**src/rtl/core/tpd_pkg.sv**
```systemverilog
// Shared types and constants for the touch pad debounce, hold and repeat unit.
// Holds the configuration struct, lane result struct and register indexes.
// No dependencies.
package tpd_pkg;

    localparam int MAX_PADS   = 8;
    localparam int TIME_W     = 32;
    localparam int MS_W       = 16;
    localparam int CFG_ADDR_W = 3;
    localparam int CFG_DATA_W = 32;
    localparam int IN_DATA_W  = 40;
    localparam int OUT_DATA_W = 56;

    // Register reset values
    localparam logic [7:0]      RST_ENABLED_INPUTS  = 8'd137;
    localparam logic [MS_W-1:0] RST_PRESS_DEBOUNCE  = 16'd20;
    localparam logic [MS_W-1:0] RST_RELEASE_DEBOUNCE = 16'd50;
    localparam logic [MS_W-1:0] RST_MIN_ACTION      = 16'd30;
    localparam logic [MS_W-1:0] RST_HOLD            = 16'd1000;
    localparam logic [MS_W-1:0] RST_REPEAT_DELAY    = 16'd500;
    localparam logic [MS_W-1:0] RST_REPEAT_RATE     = 16'd150;
    localparam logic [31:0]     RST_HANDLER_MASK    = 32'd0;

    // Configuration register indexes
    typedef enum logic [CFG_ADDR_W-1:0] {
        REG_ENABLED_INPUTS  = 3'd0,
        REG_PRESS_DEBOUNCE  = 3'd1,
        REG_RELEASE_DEBOUNCE = 3'd2,
        REG_MIN_ACTION      = 3'd3,
        REG_HOLD            = 3'd4,
        REG_REPEAT_DELAY    = 3'd5,
        REG_REPEAT_RATE     = 3'd6,
        REG_HANDLER_MASK    = 3'd7
    } cfg_idx_t;

    typedef struct packed {
        logic [7:0]      enabled_inputs;
        logic [MS_W-1:0] press_debounce_ms;
        logic [MS_W-1:0] release_debounce_ms;
        logic [MS_W-1:0] min_action_ms;
        logic [MS_W-1:0] hold_ms;
        logic [MS_W-1:0] repeat_delay_ms;
        logic [MS_W-1:0] repeat_rate_ms;
        logic [31:0]     handler_mask;
    } cfg_t;

    // Per-pad handler enables
    typedef struct packed {
        logic press;
        logic release_en;
        logic hold;
        logic repeat_en;
    } hnd_t;

    // What one lane reports for one item
    typedef struct packed {
        logic pressed;
        logic ev_press;
        logic ev_release;
        logic ev_hold;
        logic ev_repeat;
        logic press_edge;
        logic release_edge;
    } lane_res_t;

endpackage

```
**src/rtl/core/tpd_cfg.sv**
```systemverilog
// Configuration register file for the touch pad unit.
// Depends on tpd_pkg for the register struct, indexes and reset values.
module tpd_cfg (
    input  logic                             clk,
    input  logic                             rst_n,
    input  logic                             cfg_we,
    input  logic [tpd_pkg::CFG_ADDR_W-1:0]   cfg_addr,
    input  logic [tpd_pkg::CFG_DATA_W-1:0]   cfg_wdata,
    output tpd_pkg::cfg_t                    cfg
);
    import tpd_pkg::*;

    cfg_t cfg_reg;
    cfg_t cfg_next;

    // Decode one register write
    always_comb
    begin
        cfg_next = cfg_reg;
        if (cfg_we)
        begin
            case (cfg_idx_t'(cfg_addr))
                REG_ENABLED_INPUTS:   cfg_next.enabled_inputs      = cfg_wdata[7:0];
                REG_PRESS_DEBOUNCE:   cfg_next.press_debounce_ms   = cfg_wdata[MS_W-1:0];
                REG_RELEASE_DEBOUNCE: cfg_next.release_debounce_ms = cfg_wdata[MS_W-1:0];
                REG_MIN_ACTION:       cfg_next.min_action_ms       = cfg_wdata[MS_W-1:0];
                REG_HOLD:             cfg_next.hold_ms             = cfg_wdata[MS_W-1:0];
                REG_REPEAT_DELAY:     cfg_next.repeat_delay_ms     = cfg_wdata[MS_W-1:0];
                REG_REPEAT_RATE:      cfg_next.repeat_rate_ms      = cfg_wdata[MS_W-1:0];
                REG_HANDLER_MASK:     cfg_next.handler_mask        = cfg_wdata[31:0];
                default:              cfg_next = cfg_reg;
            endcase
        end
    end

    always_ff @(posedge clk or negedge rst_n)
    begin
        if (!rst_n)
        begin
            cfg_reg.enabled_inputs      <= RST_ENABLED_INPUTS;
            cfg_reg.press_debounce_ms   <= RST_PRESS_DEBOUNCE;
            cfg_reg.release_debounce_ms <= RST_RELEASE_DEBOUNCE;
            cfg_reg.min_action_ms       <= RST_MIN_ACTION;
            cfg_reg.hold_ms             <= RST_HOLD;
            cfg_reg.repeat_delay_ms     <= RST_REPEAT_DELAY;
            cfg_reg.repeat_rate_ms      <= RST_REPEAT_RATE;
            cfg_reg.handler_mask        <= RST_HANDLER_MASK;
        end
        else
        begin
            cfg_reg <= cfg_next;
        end
    end

    assign cfg = cfg_reg;

endmodule

```
**config.mk**
```make
export PLATFORM = sky130hd
export DESIGN_NAME = tpd_cfg
export DESIGN_NICKNAME = d
export VERILOG_FILES = /design/src/rtl/core/tpd_pkg.sv /design/src/rtl/core/tpd_cfg.sv
export SDC_FILE = /design/constraint.sdc
export NUM_CORES = 1
export LEC_CHECK = 0
export BUFFER_PORTS_ARGS = -buffer_cell sky130_fd_sc_hd__buf_4
export CAP_MARGIN = 20
export CORE_MARGIN = 10
export CORE_UTILIZATION = 40
export DETAILED_ROUTE_END_ITERATION = 8
export PLACE_DENSITY = 0.68
export SLEW_MARGIN = 20
export SYNTH_ARGS = -nofsm -noshare
export SYNTH_HDL_FRONTEND = slang
export SYNTH_SLANG_ARGS = --single-unit
```
**constraint.sdc**
```tcl
create_clock -name clk -period 0.83 [get_ports clk]
set_clock_uncertainty 0.2 [all_clocks]
set_input_delay 0.083 -clock clk [delete_from_list [all_inputs] [get_ports clk]]
set_output_delay 0.083 -clock clk [all_outputs]
set_load 0.02 [all_outputs]
```
==> flow_summary.html, run 1 <==
<table>
<tr><th>Metric</th><th>Value</th></tr>
<tr><th colspan="2">Final layout</th></tr>
<tr><td>Filler cell count</td><td>770</td></tr>
<tr><td>Area of the multi-input gates</td><td>2130 um^2</td></tr>
<tr><td>Growth of design area from synthesis to finish</td><td>84.2%</td></tr>
<tr><td>Sequential cell area</td><td>3440 um^2</td></tr>
<tr><td># nets final</td><td>645</td></tr>
<tr><td>Fraction of final layout cells with drive strength greater than 1</td><td>82.3%</td></tr>
<tr><td>Largest register FFs</td><td>136</td></tr>
<tr><td>Count of antenna diodes in the layout</td><td>0</td></tr>
<tr><th colspan="2">Drt</th></tr>
<tr><td>Initial DRT Pass Iterations</td><td>4</td></tr>
<tr><td>Average via count per standard cell</td><td>4.74</td></tr>
<tr><td>Routed length per placed instance</td><td>21.8 um</td></tr>
<tr><td>Vias</td><td>3770</td></tr>
<tr><td>Routed WL</td><td>17400 um</td></tr>
<tr><td>Remaining design rule violation count</td><td>0</td></tr>
<tr><td>First DRT Iteration DRCs</td><td>149</td></tr>
<tr><td>Detail Route Antenna Nets</td><td>0</td></tr>
<tr><th colspan="2">Synth</th></tr>
<tr><td>Cell taking the most area after synthesis</td><td>sky130_fd_sc_hd__dfrtp_1</td></tr>
<tr><td>Number of synthesized flops with an enable pin</td><td>0</td></tr>
<tr><td>Post-synthesis cell area</td><td>5360 um^2</td></tr>
<tr><td>Flip-flop cell with the highest count after synthesis</td><td>sky130_fd_sc_hd__dfrtp_1</td></tr>
<tr><td>Library cell with the highest instance count after synthesis</td><td>sky130_fd_sc_hd__dfrtp_1</td></tr>
<tr><td>Synthesis Warnings</td><td>0</td></tr>
<tr><td>Synthesized net count</td><td>334</td></tr>
<tr><td>Syn avg cell area</td><td>18.1 um^2</td></tr>
<tr><td>Count of mapped cells out of synthesis</td><td>296</td></tr>
<tr><td>Number of distinct library cells after synthesis</td><td>12</td></tr>
<tr><td>Most numerous cell types in the synthesized netlist</td><td>108 x sky130_fd_sc_hd__dfrtp_1, 106 x sky130_fd_sc_hd__mux2_2, 30 x sky130_fd_sc_hd__mux2_4, 28 x sky130_fd_sc_hd__dfstp_2, 9 x sky130_fd_sc_hd__buf_6</td></tr>
<tr><td>Flip-flop and latch count after synthesis</td><td>136</td></tr>
<tr><td>Share of synthesized registers carrying an async set or reset</td><td>100%</td></tr>
<tr><td>Top cell type's share of synthesized area</td><td>50.4%</td></tr>
<tr><td>Cell types with the largest area share after synthesis</td><td>sky130_fd_sc_hd__dfrtp_1 50%, sky130_fd_sc_hd__mux2_2 22%, sky130_fd_sc_hd__dfstp_2 14%, sky130_fd_sc_hd__mux2_4 8.4%, sky130_fd_sc_hd__buf_6 1.9%</td></tr>
<tr><td>Register area share after synthesis</td><td>64.1%</td></tr>
<tr><th colspan="2">Timing</th></tr>
<tr><td>Transition time at the pin with the least slew margin</td><td>0.326 ns</td></tr>
<tr><td>Achievable frequency</td><td>723 MHz</td></tr>
<tr><td>Worst Setup Slack, final</td><td>-0.553 ns</td></tr>
<tr><td>Final period util</td><td>167%</td></tr>
<tr><td>Worst hold slack</td><td>-0.665 ns</td></tr>
<tr><td># setup viols final</td><td>272</td></tr>
<tr><td>Unrepaired setup endpoints after global routing</td><td>true</td></tr>
<tr><td>Pins Over Slew Limit</td><td>0</td></tr>
<tr><td>Final number of hold-violating endpoints</td><td>272</td></tr>
<tr><td>Worst slew margin relative to its limit</td><td>78.2%</td></tr>
<tr><td>Shortest period the worst path allows</td><td>1.38 ns</td></tr>
<tr><th colspan="2">Place</th></tr>
<tr><td>Last weighted congestion value of the routability-driven placer</td><td>0.782</td></tr>
<tr><td>Total half-perimeter wirelength after legalization and detailed placement</td><td>10500 um</td></tr>
<tr><td>Number of buffers inserted by port buffering</td><td>173</td></tr>
<tr><td>Post-place setup slack</td><td>-0.610 ns</td></tr>
<tr><th colspan="2">Pwr</th></tr>
<tr><td>Total power density per cell area</td><td>2890 nW/um^2</td></tr>
<tr><td>Post-route total power</td><td>28.5 mW</td></tr>
<tr><td>Leakage power figure</td><td>4.92 nW</td></tr>
<tr><td>Maximum vdd drop</td><td>1.74 mV</td></tr>
<tr><th colspan="2">Setup path</th></tr>
<tr><td>Category of cells accounting for the largest share of critical-path delay</td><td>flip-flops</td></tr>
<tr><td>Endpoint arrival time on the critical path</td><td>1.10 ns</td></tr>
<tr><td>CP Class</td><td>flip-flop to output pin</td></tr>
<tr><td>Capturing element type of the critical path</td><td>output pin</td></tr>
<tr><td>Maximum cell stage delay along the critical path</td><td>0.56 ns</td></tr>
<tr><td>Critical path required time</td><td>0.55 ns</td></tr>
<tr><td>Crit-path slowest cell</td><td>sky130_fd_sc_hd__dfstp_2</td></tr>
<tr><td>Largest fanout of any net on the critical path</td><td>2</td></tr>
<tr><td>Count of buffer and inverter cells on the critical path</td><td>1</td></tr>
<tr><td>Kind of start point of the critical path</td><td>flip-flop</td></tr>
<tr><td>Launch point of the critical path</td><td>cfg[72]$_DFFE_PN1P_</td></tr>
<tr><td>Flop2flop setup slack</td><td>-0.42 ns</td></tr>
<tr><td>Cells traversed along the worst timing path</td><td>buf_6</td></tr>
<tr><td>FF-to-FF Start</td><td>cfg[65]$_DFFE_PN0P_</td></tr>
<tr><th colspan="2">Status</th></tr>
<tr><td>Failing checks</td><td>negative hold slack, negative setup slack</td></tr>
<tr><td>Result of the run</td><td>complete, but fails checks</td></tr>
<tr><th colspan="2">GRT</th></tr>
<tr><td>Via count of the first global-routing pass</td><td>4104</td></tr>
<tr><td>Global-route wire length before repair</td><td>24900 um</td></tr>
<tr><td>Fraction of met1 tracks used by global routing</td><td>21.6%</td></tr>
<tr><td>Met2 usage in global routing</td><td>28.9%</td></tr>
<tr><td>Initial antenna violation count</td><td>0</td></tr>
<tr><td>Pin count of the biggest net entering global routing</td><td>33</td></tr>
<tr><td>Busiest metal layer after global routing</td><td>met2</td></tr>
<tr><td>Overall overflow remaining after global route</td><td>0</td></tr>
<tr><td>GRT met3 Usage</td><td>5.97%</td></tr>
<tr><td>GRT Overall Usage</td><td>17.8%</td></tr>
<tr><th colspan="2">Die</th></tr>
<tr><td>Total Die Area</td><td>18400 um^2</td></tr>
<tr><td>Die Span X</td><td>136 um</td></tr>
<tr><td>Height of the chip</td><td>136 um</td></tr>
<tr><td>I/O pins</td><td>174</td></tr>
<tr><td>Initial core utilization</td><td>40.6%</td></tr>
<tr><td>Total number of placement rows</td><td>42</td></tr>
<tr><td>Core region area</td><td>13200 um^2</td></tr>
<tr><th colspan="2">Min path</th></tr>
<tr><td>HP Class</td><td>primary input to asynchronous set/reset pin</td></tr>
<tr><th colspan="2">Clock tree</th></tr>
<tr><td>Root cell of the clock tree</td><td>sky130_fd_sc_hd__clkbuf_16</td></tr>
<tr><td>Clock slew at reported path FFs</td><td>0.06 ns</td></tr>
<tr><td>Clock Sink Count</td><td>136</td></tr>
<tr><td>Num CTS Buffers</td><td>17</td></tr>
<tr><td>Clock tree from TritonCTS</td><td>done</td></tr>
<tr><td>H-tree levels</td><td>4</td></tr>
<tr><td>Max Buffers Root-to-Sink</td><td>2</td></tr>
<tr><td>Clk_lat worst skew</td><td>0.41 ns</td></tr>
<tr><th colspan="2">Job</th></tr>
<tr><td>Max-capacitance violation count</td><td>0</td></tr>
</table>
## report_power, final
part,internal [mW],switching [mW],total (mW)
registers,8.34,1.28,9.62
clock network,5.43,2.81,8.25
logic,6.63,4.05,10.7
total,20.4,8.14,28.5
## area by class of cell
class,instances,share of cell area [%]
Multi-Input combinational cell,144,21.6
Clock buffer,22,5.01
Clock inverter,10,1.66
Tap cell,176,2.23
Sequential cell,136,34.8
Timing Repair Buffer,308,34.7
## placed cells by master, fill, tap and decap left out, types with 2 or more instances in the layout
cell / instances
sky130_fd_sc_hd__clkbuf_16: 17
sky130_fd_sc_hd__mux2_4: 121
sky130_fd_sc_hd__mux2_2: 15
sky130_fd_sc_hd__bufinv_16: 4
sky130_fd_sc_hd__clkinvlp_4: 4
sky130_fd_sc_hd__clkbuf_8: 5
sky130_fd_sc_hd__buf_8: 2
sky130_fd_sc_hd__buf_4: 62
sky130_fd_sc_hd__buf_12: 19
sky130_fd_sc_hd__dfstp_2: 28
sky130_fd_sc_hd__buf_6: 224
sky130_fd_sc_hd__nand4b_4: 3
sky130_fd_sc_hd__dfrtp_1: 108
sky130_fd_sc_hd__and4bb_4: 2
## path summary, 6_finish.rpt
kind	end	cells after the start
setup / recovery	cfg[72]	1
hold / removal	cfg[76]$_DFFE_PN0P_	1
setup reg to reg	cfg[65]$_DFFE_PN0P_	3
hold reg to reg	cfg[86]$_DFFE_PN0P_	1
max in group asynchronous	cfg[94]$_DFFE_PN0P_	2
min in group clk	cfg[23]$_DFFE_PN0P_	2
## per-stage QoR
step / hold slack [ns] / instances / utilization [%] / cell area, um^2 / TNS (ns)
final: -0.665 / 796 / 74.9 / 9870 / -88.54
after global routing: -0.688 / 796 / 74.9 / 9870 / -95.52
after CTS: -0.684 / 766 / 71.8 / 9470 / -86.35
after detailed placement: -0.244 / 691 / 56.1 / 7400 / -77.82
after global placement: -0.245 / 691 / 56.1 / 7400 / -75.20
after floorplan: -0.413 / 296 / - / 5460 / -53.85
## per-layer routing
layer / part of all wire [%] / wire [um]
met4: 0.61 / 106
met3: 6.6 / 1150
met1: 42 / 7310
met5: 0 / 0
met2: 51 / 8820
## cells by family after synthesis
| family | count (synthesis) | share of synthesized area, % |
|---|---|---|
| multiplexers | 136 | 30.7 |
| flip-flops | 136 | 64.1 |
| buffers and inverters | 16 | 2.59 |
| AND/OR/NAND/NOR | 8 | 2.59 |
## what timing repair did
action	CTS	global route
buffers inserted	40	45
hold endpoints to repair	272	272
pin swaps	4	2
gates cloned	3	0
endpoints found under the setup margin	272	272
gates resized for setup	266	65
Note: power is estimated with default switching activity, not from simulation.
==> run 2, diff against run 1 <==
==> constraint.sdc (replaced) <==
create_clock -name clk -period 0.83 [get_ports clk]
set_clock_uncertainty 0.2 [all_clocks]
set_input_delay 0.249 -clock clk [delete_from_list [all_inputs] [get_ports clk]]
set_output_delay 0.249 -clock clk [all_outputs]
set_load 0.02 [all_outputs]
==> run 2 against run 1 <==
The flow still finishes with violations (negative hold slack, negative setup slack). Largest cell class unchanged. Register-to-register slack about the same. Sequential power increased by 0.7%. Final cell count decreased by 3.6%. Maximum frequency decreased by 11%. Worst setup slack got worse by 0.17 ns. Hold slack improved by 0.29 ns. Global-route usage increased by 0.48 points. Routed wire length increased by 0.36%.
==> flow_summary.html, run 2 (synthesis results as in run 1) <==
<table>
<tr><th>Metric</th><th>Value</th></tr>
<tr><th colspan="2">Status</th></tr>
<tr><td>Result of the run</td><td>complete, but fails checks (unchanged)</td></tr>
<tr><td>Failing checks</td><td>negative hold slack, negative setup slack (unchanged)</td></tr>
<tr><th colspan="2">Drt</th></tr>
<tr><td>Routed length per placed instance</td><td>22.7 um (was 21.8 um)</td></tr>
<tr><td>First DRT Iteration DRCs</td><td>128 (was 149)</td></tr>
<tr><td>Initial DRT Pass Iterations</td><td>4 (unchanged)</td></tr>
<tr><td>Routed WL</td><td>17400 um (about the same)</td></tr>
<tr><td>Average via count per standard cell</td><td>4.80 (was 4.74)</td></tr>
<tr><td>Wire length the detailed router placed on met1</td><td>7180 um (was 7310 um)</td></tr>
<tr><td>Length of routed met2 wiring</td><td>8690 um (was 8820 um)</td></tr>
<tr><td>Detail Route Antenna Nets</td><td>0 (unchanged)</td></tr>
<tr><td>DR top layer</td><td>met4 (unchanged)</td></tr>
<tr><td>Vias</td><td>3678 (was 3770)</td></tr>
<tr><td>Remaining design rule violation count</td><td>0 (unchanged)</td></tr>
<tr><td>Detailed-routed wire length on met3</td><td>1320 um (was 1150 um)</td></tr>
<tr><th colspan="2">Final layout</th></tr>
<tr><td>Largest register FFs</td><td>136 (unchanged)</td></tr>
<tr><td>Growth of design area from synthesis to finish</td><td>79.4% (was 84.2%)</td></tr>
<tr><td>Fraction of final layout cells with drive strength greater than 1</td><td>85.3% (was 82.3%)</td></tr>
<tr><td>Most common cell after layout, fill and taps aside</td><td>sky130_fd_sc_hd__buf_6 (unchanged)</td></tr>
<tr><td>Filler cell count</td><td>810 (was 770)</td></tr>
<tr><td>Utilization after layout</td><td>72.9% (was 74.9%)</td></tr>
<tr><td>Most frequent cells in the layout</td><td>190 x sky130_fd_sc_hd__buf_6, 125 x sky130_fd_sc_hd__mux2_4, 81 x sky130_fd_sc_hd__dfrtp_1 (was 224 x sky130_fd_sc_hd__buf_6, 121 x sky130_fd_sc_hd__mux2_4, 108 x sky130_fd_sc_hd__dfrtp_1)</td></tr>
<tr><td># nets final</td><td>616 (was 645)</td></tr>
<tr><td>Count of antenna diodes in the layout</td><td>0 (unchanged)</td></tr>
<tr><th colspan="2">Setup path</th></tr>
<tr><td>Worst reg2reg endpoint</td><td>cfg[121]$_DFFE_PN0P_ (was cfg[65]$_DFFE_PN0P_)</td></tr>
<tr><td>Category of cells accounting for the largest share of critical-path delay</td><td>flip-flops (unchanged)</td></tr>
<tr><td>Maximum cell stage delay along the critical path</td><td>0.56 ns (about the same)</td></tr>
<tr><td>Kind of start point of the critical path</td><td>flip-flop (unchanged)</td></tr>
<tr><td>Count of buffer and inverter cells on the critical path</td><td>1 (unchanged)</td></tr>
<tr><td>Capturing element type of the critical path</td><td>output pin (unchanged)</td></tr>
<tr><td>CP Class</td><td>flip-flop to output pin (unchanged)</td></tr>
<tr><td>Cell depth of the worst flop-to-flop path</td><td>3 (unchanged)</td></tr>
<tr><td>Endpoint arrival time on the critical path</td><td>1.11 ns (was 1.10 ns)</td></tr>
<tr><td>Largest fanout of any net on the critical path</td><td>2 (unchanged)</td></tr>
<tr><td>Flop2flop setup slack</td><td>-0.41 ns (was -0.42 ns)</td></tr>
<tr><td>Crit-path slowest cell</td><td>sky130_fd_sc_hd__dfstp_2 (unchanged)</td></tr>
<tr><td>FF-to-FF Start</td><td>cfg[121]$_DFFE_PN0P_ (was cfg[65]$_DFFE_PN0P_)</td></tr>
<tr><td>Critical path required time</td><td>0.38 ns (was 0.55 ns)</td></tr>
<tr><td>Cells traversed along the worst timing path</td><td>buf_6 (unchanged)</td></tr>
<tr><th colspan="2">Die</th></tr>
<tr><td>I/O pins</td><td>174 (unchanged)</td></tr>
<tr><td>Total number of placement rows</td><td>42 (unchanged)</td></tr>
<tr><td>Height of the chip</td><td>136 um (unchanged)</td></tr>
<tr><td>Initial core utilization</td><td>40.6% (unchanged)</td></tr>
<tr><td>Total Die Area</td><td>18400 um^2 (unchanged)</td></tr>
<tr><td>Die Span X</td><td>136 um (unchanged)</td></tr>
<tr><td>Core region area</td><td>13200 um^2 (unchanged)</td></tr>
<tr><th colspan="2">Timing</th></tr>
<tr><td>Pins Over Slew Limit</td><td>0 (unchanged)</td></tr>
<tr><td>Worst Setup Slack, final</td><td>-0.726 ns (was -0.553 ns)</td></tr>
<tr><td>Shortest period the worst path allows</td><td>1.56 ns (was 1.38 ns)</td></tr>
<tr><td>Achievable frequency</td><td>643 MHz (was 723 MHz)</td></tr>
<tr><td>Worst slew margin relative to its limit</td><td>81.7% (was 78.2%)</td></tr>
<tr><td>Transition time at the pin with the least slew margin</td><td>0.275 ns (was 0.326 ns)</td></tr>
<tr><td>Worst hold slack</td><td>-0.379 ns (was -0.665 ns)</td></tr>
<tr><td># setup viols final</td><td>272 (unchanged)</td></tr>
<tr><td>Setup TNS Final</td><td>-118.18 ns (was -88.54 ns)</td></tr>
<tr><td>Unrepaired setup endpoints after global routing</td><td>true (unchanged)</td></tr>
<tr><td>Final number of hold-violating endpoints</td><td>272 (unchanged)</td></tr>
<tr><td>Final period util</td><td>187% (was 167%)</td></tr>
<tr><th colspan="2">Job</th></tr>
<tr><td>Max-capacitance violation count</td><td>0 (unchanged)</td></tr>
<tr><th colspan="2">Pwr</th></tr>
<tr><td>Total power density per cell area</td><td>2880 nW/um^2 (was 2890 nW/um^2)</td></tr>
<tr><td>Leakage power figure</td><td>4.74 nW (was 4.92 nW)</td></tr>
<tr><td>Post-route total power</td><td>27.7 mW (was 28.5 mW)</td></tr>
<tr><td>Maximum vdd drop</td><td>1.43 mV (was 1.74 mV)</td></tr>
<tr><th colspan="2">Place</th></tr>
<tr><td>Post-place setup slack</td><td>-0.778 ns (was -0.610 ns)</td></tr>
<tr><td>Number of buffers inserted by port buffering</td><td>173 (unchanged)</td></tr>
<tr><td>Last weighted congestion value of the routability-driven placer</td><td>0.721 (was 0.782)</td></tr>
<tr><td>Total half-perimeter wirelength after legalization and detailed placement</td><td>10300 um (was 10500 um)</td></tr>
<tr><th colspan="2">GRT</th></tr>
<tr><td>Global-route wire length before repair</td><td>25300 um (was 24900 um)</td></tr>
<tr><td>Pin count of the biggest net entering global routing</td><td>53 (was 33)</td></tr>
<tr><td>Via count of the first global-routing pass</td><td>4112 (was 4104)</td></tr>
<tr><td>GRT Overall Usage</td><td>18.2% (was 17.8%)</td></tr>
<tr><td>Initial antenna violation count</td><td>0 (unchanged)</td></tr>
<tr><td>Overall overflow remaining after global route</td><td>0 (unchanged)</td></tr>
<tr><th colspan="2">Clock tree</th></tr>
<tr><td>Clock slew at reported path FFs</td><td>0.06 ns (about the same)</td></tr>
<tr><td>Max Buffers Root-to-Sink</td><td>2 (unchanged)</td></tr>
<tr><td>H-tree levels</td><td>4 (unchanged)</td></tr>
<tr><td>Clock tree from TritonCTS</td><td>done (unchanged)</td></tr>
<tr><td>Num CTS Buffers</td><td>17 (unchanged)</td></tr>
<tr><td>Clk_lat worst skew</td><td>0.42 ns (was 0.41 ns)</td></tr>
<tr><td>Clock Sink Count</td><td>136 (unchanged)</td></tr>
<tr><td>Root cell of the clock tree</td><td>sky130_fd_sc_hd__clkbuf_16 (unchanged)</td></tr>
<tr><th colspan="2">Min path</th></tr>
<tr><td>HP Class</td><td>primary input to asynchronous set/reset pin (unchanged)</td></tr>
</table>
-- run 2: changes by cell type in the layout (fill, tap and decap cells not counted), moves of 3 or more --
cell,before,now
sky130_fd_sc_hd__buf_6,224,190
sky130_fd_sc_hd__buf_8,2,7
sky130_fd_sc_hd__clkbuf_1,0,5
sky130_fd_sc_hd__dfrtp_1,108,81
sky130_fd_sc_hd__mux2_2,15,11
sky130_fd_sc_hd__mux2_4,121,125
sky130_fd_sc_hd__dfrtp_2,0,27
sky130_fd_sc_hd__clkbuf_8,5,1
sky130_fd_sc_hd__clkinvlp_4,4,1
-- run 2: worst max path at each step --
| stage | from | end | slack, ns | cells past startpoint |
|---|---|---|---|---|
| 3_3_place_gp | cfg_addr[0] | cfg[132]$_DFFE_PN0P_ | -0.77 | 4 |
| 2_1_floorplan | cfg_addr[0] | cfg[102]$_DFFE_PN0P_ | -0.71 | 5 |
| 6_report | cfg[73]$_DFFE_PN1P_ | cfg[73] | -0.73 | 1 |
| 3_5_place_dp | cfg_addr[1] | cfg[79]$_DFFE_PN0P_ | -0.78 | 4 |
| 4_1_cts | cfg[69]$_DFFE_PN1P_ | cfg[69] | -0.73 | 1 |
| 5_1_grt | cfg[73]$_DFFE_PN1P_ | cfg[73] | -0.75 | 1 |
-- run 2: power by group --
| part | switching, mW | internal, mW |
|---|---|---|
| logic | 3.83 | 6.00 |
| clock network | 2.74 | 5.39 |
| registers | 1.30 | 8.40 |
| total | 7.87 | 19.8 |
-- run 2: area by class of cell --
cell class	count	area [um^2]	share of cell area [%]
Sequential cell	136	3470	36.1
Tap cell	176	220	2.29
Multi-Input combinational cell	144	2150	22.3
Clock buffer	23	458	4.76
Timing Repair Buffer	279	3150	32.7
Clock inverter	9	173	1.80
-- run 2: repair_timing --
| item | CTS | global route |
|---|---|---|
| cloned | 7 | 0 |
| pin swaps | 8 | 3 |
| resized for setup | 260 | 78 |
| endpoints found under the hold margin | 272 | 272 |
| buffers inserted | 47 | 51 |
| endpoints found under the setup margin | 272 | 272 |
-- run 2: metrics by stage --
stage	instance area (um^2)	cells
finish	9620	767
global route	9620	767
CTS	9260	738
detailed placement	7130	654
global placement	7130	654
floorplan	5500	296
-- run 2: metal layers --
layer / track usage (%) / vias up
met1: 21.7 / 1906
met2: 29.9 / 127
met5: 0 / -
li1: - / 1622
met4: 5.74 / 0
met3: 6.71 / 23
==> run 3, diff against run 2 <==
--- a/config.mk
+++ b/config.mk
@@ -10,8 +10,10 @@
 export CORE_MARGIN = 10
 export CORE_UTILIZATION = 40
 export DETAILED_ROUTE_END_ITERATION = 8
+export MAX_ROUTING_LAYER = met4
 export PLACE_DENSITY = 0.68
 export SLEW_MARGIN = 20
 export SYNTH_ARGS = -nofsm -noshare
 export SYNTH_HDL_FRONTEND = slang
 export SYNTH_SLANG_ARGS = --single-unit
+export TNS_END_PERCENT = 1
==> run 3 against run 2 <==
The run still ends with negative hold slack, negative setup slack left. Clock power increased by 6.4%. Via count down 9.4%. First-iteration DRC count is 13% higher. Maximum frequency is 1.1% higher. Routed wire length decreased by 16%. Non-clock buffer count decreased by 76. Sequential share of layout area grew 4.4 points. Design area decreased by 12%. Critical endpoint is now cfg[101]. Largest power group is now registers. Highest routed layer unchanged.
==> flow_summary.html, run 3 (synthesis results as in run 1) <==
<table>
<tr><th>Metric</th><th>Value</th></tr>
<tr><th colspan="2">Place</th></tr>
<tr><td>Last weighted congestion value of the routability-driven placer</td><td>0.760 (was 0.721)</td></tr>
<tr><td>Total half-perimeter wirelength after legalization and detailed placement</td><td>10200 um (was 10300 um)</td></tr>
<tr><td>Number of buffers inserted by port buffering</td><td>173 (unchanged)</td></tr>
<tr><td>Post-place setup slack</td><td>-0.785 ns (was -0.778 ns)</td></tr>
<tr><th colspan="2">Timing</th></tr>
<tr><td>Worst Setup Slack, final</td><td>-0.710 ns (was -0.726 ns)</td></tr>
<tr><td>Shortest period the worst path allows</td><td>1.54 ns (was 1.56 ns)</td></tr>
<tr><td>Setup TNS Final</td><td>-109.25 ns (was -118.18 ns)</td></tr>
<tr><td>Worst slew margin relative to its limit</td><td>80.3% (was 81.7%)</td></tr>
<tr><td>Unrepaired setup endpoints after global routing</td><td>true (unchanged)</td></tr>
<tr><td>Transition time at the pin with the least slew margin</td><td>0.296 ns (was 0.275 ns)</td></tr>
<tr><td>Worst hold slack</td><td>-0.331 ns (was -0.379 ns)</td></tr>
<tr><td>Final number of hold-violating endpoints</td><td>272 (unchanged)</td></tr>
<tr><td>Achievable frequency</td><td>649 MHz (was 643 MHz)</td></tr>
<tr><td>Final period util</td><td>186% (was 187%)</td></tr>
<tr><td>Pins Over Slew Limit</td><td>0 (unchanged)</td></tr>
<tr><td># setup viols final</td><td>272 (unchanged)</td></tr>
<tr><th colspan="2">Clock tree</th></tr>
<tr><td>Num CTS Buffers</td><td>17 (unchanged)</td></tr>
<tr><td>Clock tree from TritonCTS</td><td>done (unchanged)</td></tr>
<tr><td>Max Buffers Root-to-Sink</td><td>2 (unchanged)</td></tr>
<tr><td>Clock slew at reported path FFs</td><td>0.06 ns (about the same)</td></tr>
<tr><td>Root cell of the clock tree</td><td>sky130_fd_sc_hd__clkbuf_16 (unchanged)</td></tr>
<tr><td>H-tree levels</td><td>4 (unchanged)</td></tr>
<tr><td>Clk_lat worst skew</td><td>0.41 ns (was 0.42 ns)</td></tr>
<tr><td>Clock Sink Count</td><td>136 (unchanged)</td></tr>
<tr><th colspan="2">Die</th></tr>
<tr><td>Die Span X</td><td>136 um (unchanged)</td></tr>
<tr><td>Total number of placement rows</td><td>42 (unchanged)</td></tr>
<tr><td>I/O pins</td><td>174 (unchanged)</td></tr>
<tr><td>Height of the chip</td><td>136 um (unchanged)</td></tr>
<tr><td>Total Die Area</td><td>18400 um^2 (unchanged)</td></tr>
<tr><td>Initial core utilization</td><td>40.6% (unchanged)</td></tr>
<tr><td>Core region area</td><td>13200 um^2 (unchanged)</td></tr>
<tr><th colspan="2">Final layout</th></tr>
<tr><td>Count of antenna diodes in the layout</td><td>0 (unchanged)</td></tr>
<tr><td># nets final</td><td>540 (was 616)</td></tr>
<tr><td>Fraction of final layout cells with drive strength greater than 1</td><td>78.8% (was 85.3%)</td></tr>
<tr><td>Largest register FFs</td><td>136 (unchanged)</td></tr>
<tr><td>Most common cell after layout, fill and taps aside</td><td>sky130_fd_sc_hd__buf_6 (unchanged)</td></tr>
<tr><td>Growth of design area from synthesis to finish</td><td>58.2% (was 79.4%)</td></tr>
<tr><td>Most frequent cells in the layout</td><td>142 x sky130_fd_sc_hd__buf_6, 108 x sky130_fd_sc_hd__dfrtp_1, 72 x sky130_fd_sc_hd__mux2_2 (was 190 x sky130_fd_sc_hd__buf_6, 125 x sky130_fd_sc_hd__mux2_4, 81 x sky130_fd_sc_hd__dfrtp_1)</td></tr>
<tr><th colspan="2">GRT</th></tr>
<tr><td>GRT Overall Usage</td><td>16.3% (was 18.2%)</td></tr>
<tr><td>Initial antenna violation count</td><td>0 (unchanged)</td></tr>
<tr><td>Global-route wire length before repair</td><td>22100 um (was 25300 um)</td></tr>
<tr><td>Via count of the first global-routing pass</td><td>3726 (was 4112)</td></tr>
<tr><td>Pin count of the biggest net entering global routing</td><td>54 (was 53)</td></tr>
<tr><td>Overall overflow remaining after global route</td><td>0 (unchanged)</td></tr>
<tr><th colspan="2">Drt</th></tr>
<tr><td>DR top layer</td><td>met4 (unchanged)</td></tr>
<tr><td>Remaining design rule violation count</td><td>0 (unchanged)</td></tr>
<tr><td>Routed WL</td><td>14600 um (was 17400 um)</td></tr>
<tr><td>Detail Route Antenna Nets</td><td>0 (unchanged)</td></tr>
<tr><td>Wire length the detailed router placed on met1</td><td>6380 um (was 7180 um)</td></tr>
<tr><td>Length of routed met2 wiring</td><td>6820 um (was 8690 um)</td></tr>
<tr><td>Vias</td><td>3332 (was 3678)</td></tr>
<tr><td>First DRT Iteration DRCs</td><td>144 (was 128)</td></tr>
<tr><td>Detailed-routed wire length on met3</td><td>1280 um (was 1320 um)</td></tr>
<tr><td>Average via count per standard cell</td><td>4.82 (was 4.80)</td></tr>
<tr><td>Initial DRT Pass Iterations</td><td>4 (unchanged)</td></tr>
<tr><td>Routed length per placed instance</td><td>21.2 um (was 22.7 um)</td></tr>
<tr><th colspan="2">Status</th></tr>
<tr><td>Result of the run</td><td>complete, but fails checks (unchanged)</td></tr>
<tr><td>Failing checks</td><td>negative hold slack, negative setup slack (unchanged)</td></tr>
<tr><th colspan="2">Setup path</th></tr>
<tr><td>Largest fanout of any net on the critical path</td><td>2 (unchanged)</td></tr>
<tr><td>Maximum cell stage delay along the critical path</td><td>0.56 ns (about the same)</td></tr>
<tr><td>Cells traversed along the worst timing path</td><td>buf_6 (unchanged)</td></tr>
<tr><td>Launch point of the critical path</td><td>cfg[101]$_DFFE_PN1P_ (was cfg[73]$_DFFE_PN1P_)</td></tr>
<tr><td>Endpoint arrival time on the critical path</td><td>1.09 ns (was 1.11 ns)</td></tr>
<tr><td>Category of cells accounting for the largest share of critical-path delay</td><td>flip-flops (unchanged)</td></tr>
<tr><td>FF-to-FF Start</td><td>cfg[69]$_DFFE_PN1P_ (was cfg[121]$_DFFE_PN0P_)</td></tr>
<tr><td>Kind of start point of the critical path</td><td>flip-flop (unchanged)</td></tr>
<tr><td>Capturing element type of the critical path</td><td>output pin (unchanged)</td></tr>
<tr><td>Critical path required time</td><td>0.38 ns (about the same)</td></tr>
<tr><td>CP Class</td><td>flip-flop to output pin (unchanged)</td></tr>
<tr><td>Crit-path slowest cell</td><td>sky130_fd_sc_hd__dfstp_2 (unchanged)</td></tr>
<tr><td>Count of buffer and inverter cells on the critical path</td><td>1 (unchanged)</td></tr>
<tr><th colspan="2">Pwr</th></tr>
<tr><td>Maximum vdd drop</td><td>1.34 mV (was 1.43 mV)</td></tr>
<tr><td>Leakage power figure</td><td>4.00 nW (was 4.74 nW)</td></tr>
<tr><td>Total power density per cell area</td><td>3070 nW/um^2 (was 2880 nW/um^2)</td></tr>
<tr><th colspan="2">Job</th></tr>
<tr><td>Max-capacitance violation count</td><td>0 (unchanged)</td></tr>
<tr><th colspan="2">Min path</th></tr>
<tr><td>HP Class</td><td>primary input to asynchronous set/reset pin (unchanged)</td></tr>
</table>
run 3: what timing repair did:
item	4_1_cts	5_1_grt
setup buffers	0	1
endpoints found under the hold margin	272	272
pin swaps	5	0
endpoints found under the setup margin	272	272
resized for setup	172	13
run 3: where the power goes:
part / total [mW] / switching [mW] / internal [mW] / leakage, nW
clock: 8.65 / 2.78 / 5.86 / 0.332
combinational: 7.89 / 3.40 / 4.49 / 2.07
sequential: 9.53 / 1.19 / 8.34 / 1.59
total: 26.1 / 7.37 / 18.7 / 4.00
run 3: final cells by class:
type                            instances  area (um^2)
Tap cell                              176          220
Clock buffer                           20          467
Timing Repair Buffer                  203         2230
Clock inverter                         12          219
Sequential cell                       136         3440
Fill cell                             924         4710
Multi-Input combinational cell        144         1910
run 3: stage by stage:
step / total power [mW] / util [%] / hold WS (ns) / cells / instance area (um^2)
2_1_floorplan: 12.6 / - / -0.247 / 296 / 5390
4_1_cts: 26.3 / 63.9 / -0.344 / 690 / 8420
5_1_grt: 27.1 / 64.3 / -0.337 / 691 / 8480
3_3_place_gp: 16.0 / 53.8 / 0.102 / 658 / 7100
6_report: 26.1 / 64.3 / -0.331 / 691 / 8480
3_5_place_dp: 16.1 / 53.8 / 0.106 / 658 / 7100
run 3: final timing paths:
path	slack, ns	cells after the start	end
min in group clk	-0.14	2	cfg[22]$_DFFE_PN0P_
hold reg to reg	0.33	1	cfg[7]$_DFFE_PN0P_
setup / recovery	-0.71	1	cfg[101]
max in group asynchronous	0.44	2	cfg[33]$_DFFE_PN1P_
hold / removal	-0.33	2	cfg[92]$_DFFE_PN0P_
setup reg to reg	-0.32	3	cfg[69]$_DFFE_PN1P_
run 3: per-layer routing:
| layer | track usage (%) | up-vias |
|---|---|---|
| met5 | - | - |
| met4 | 5.38 | 0 |
| met3 | 7.08 | 11 |
| met2 | 24.1 | 122 |
| met1 | 19.6 | 1725 |
| li1 | - | 1474 |
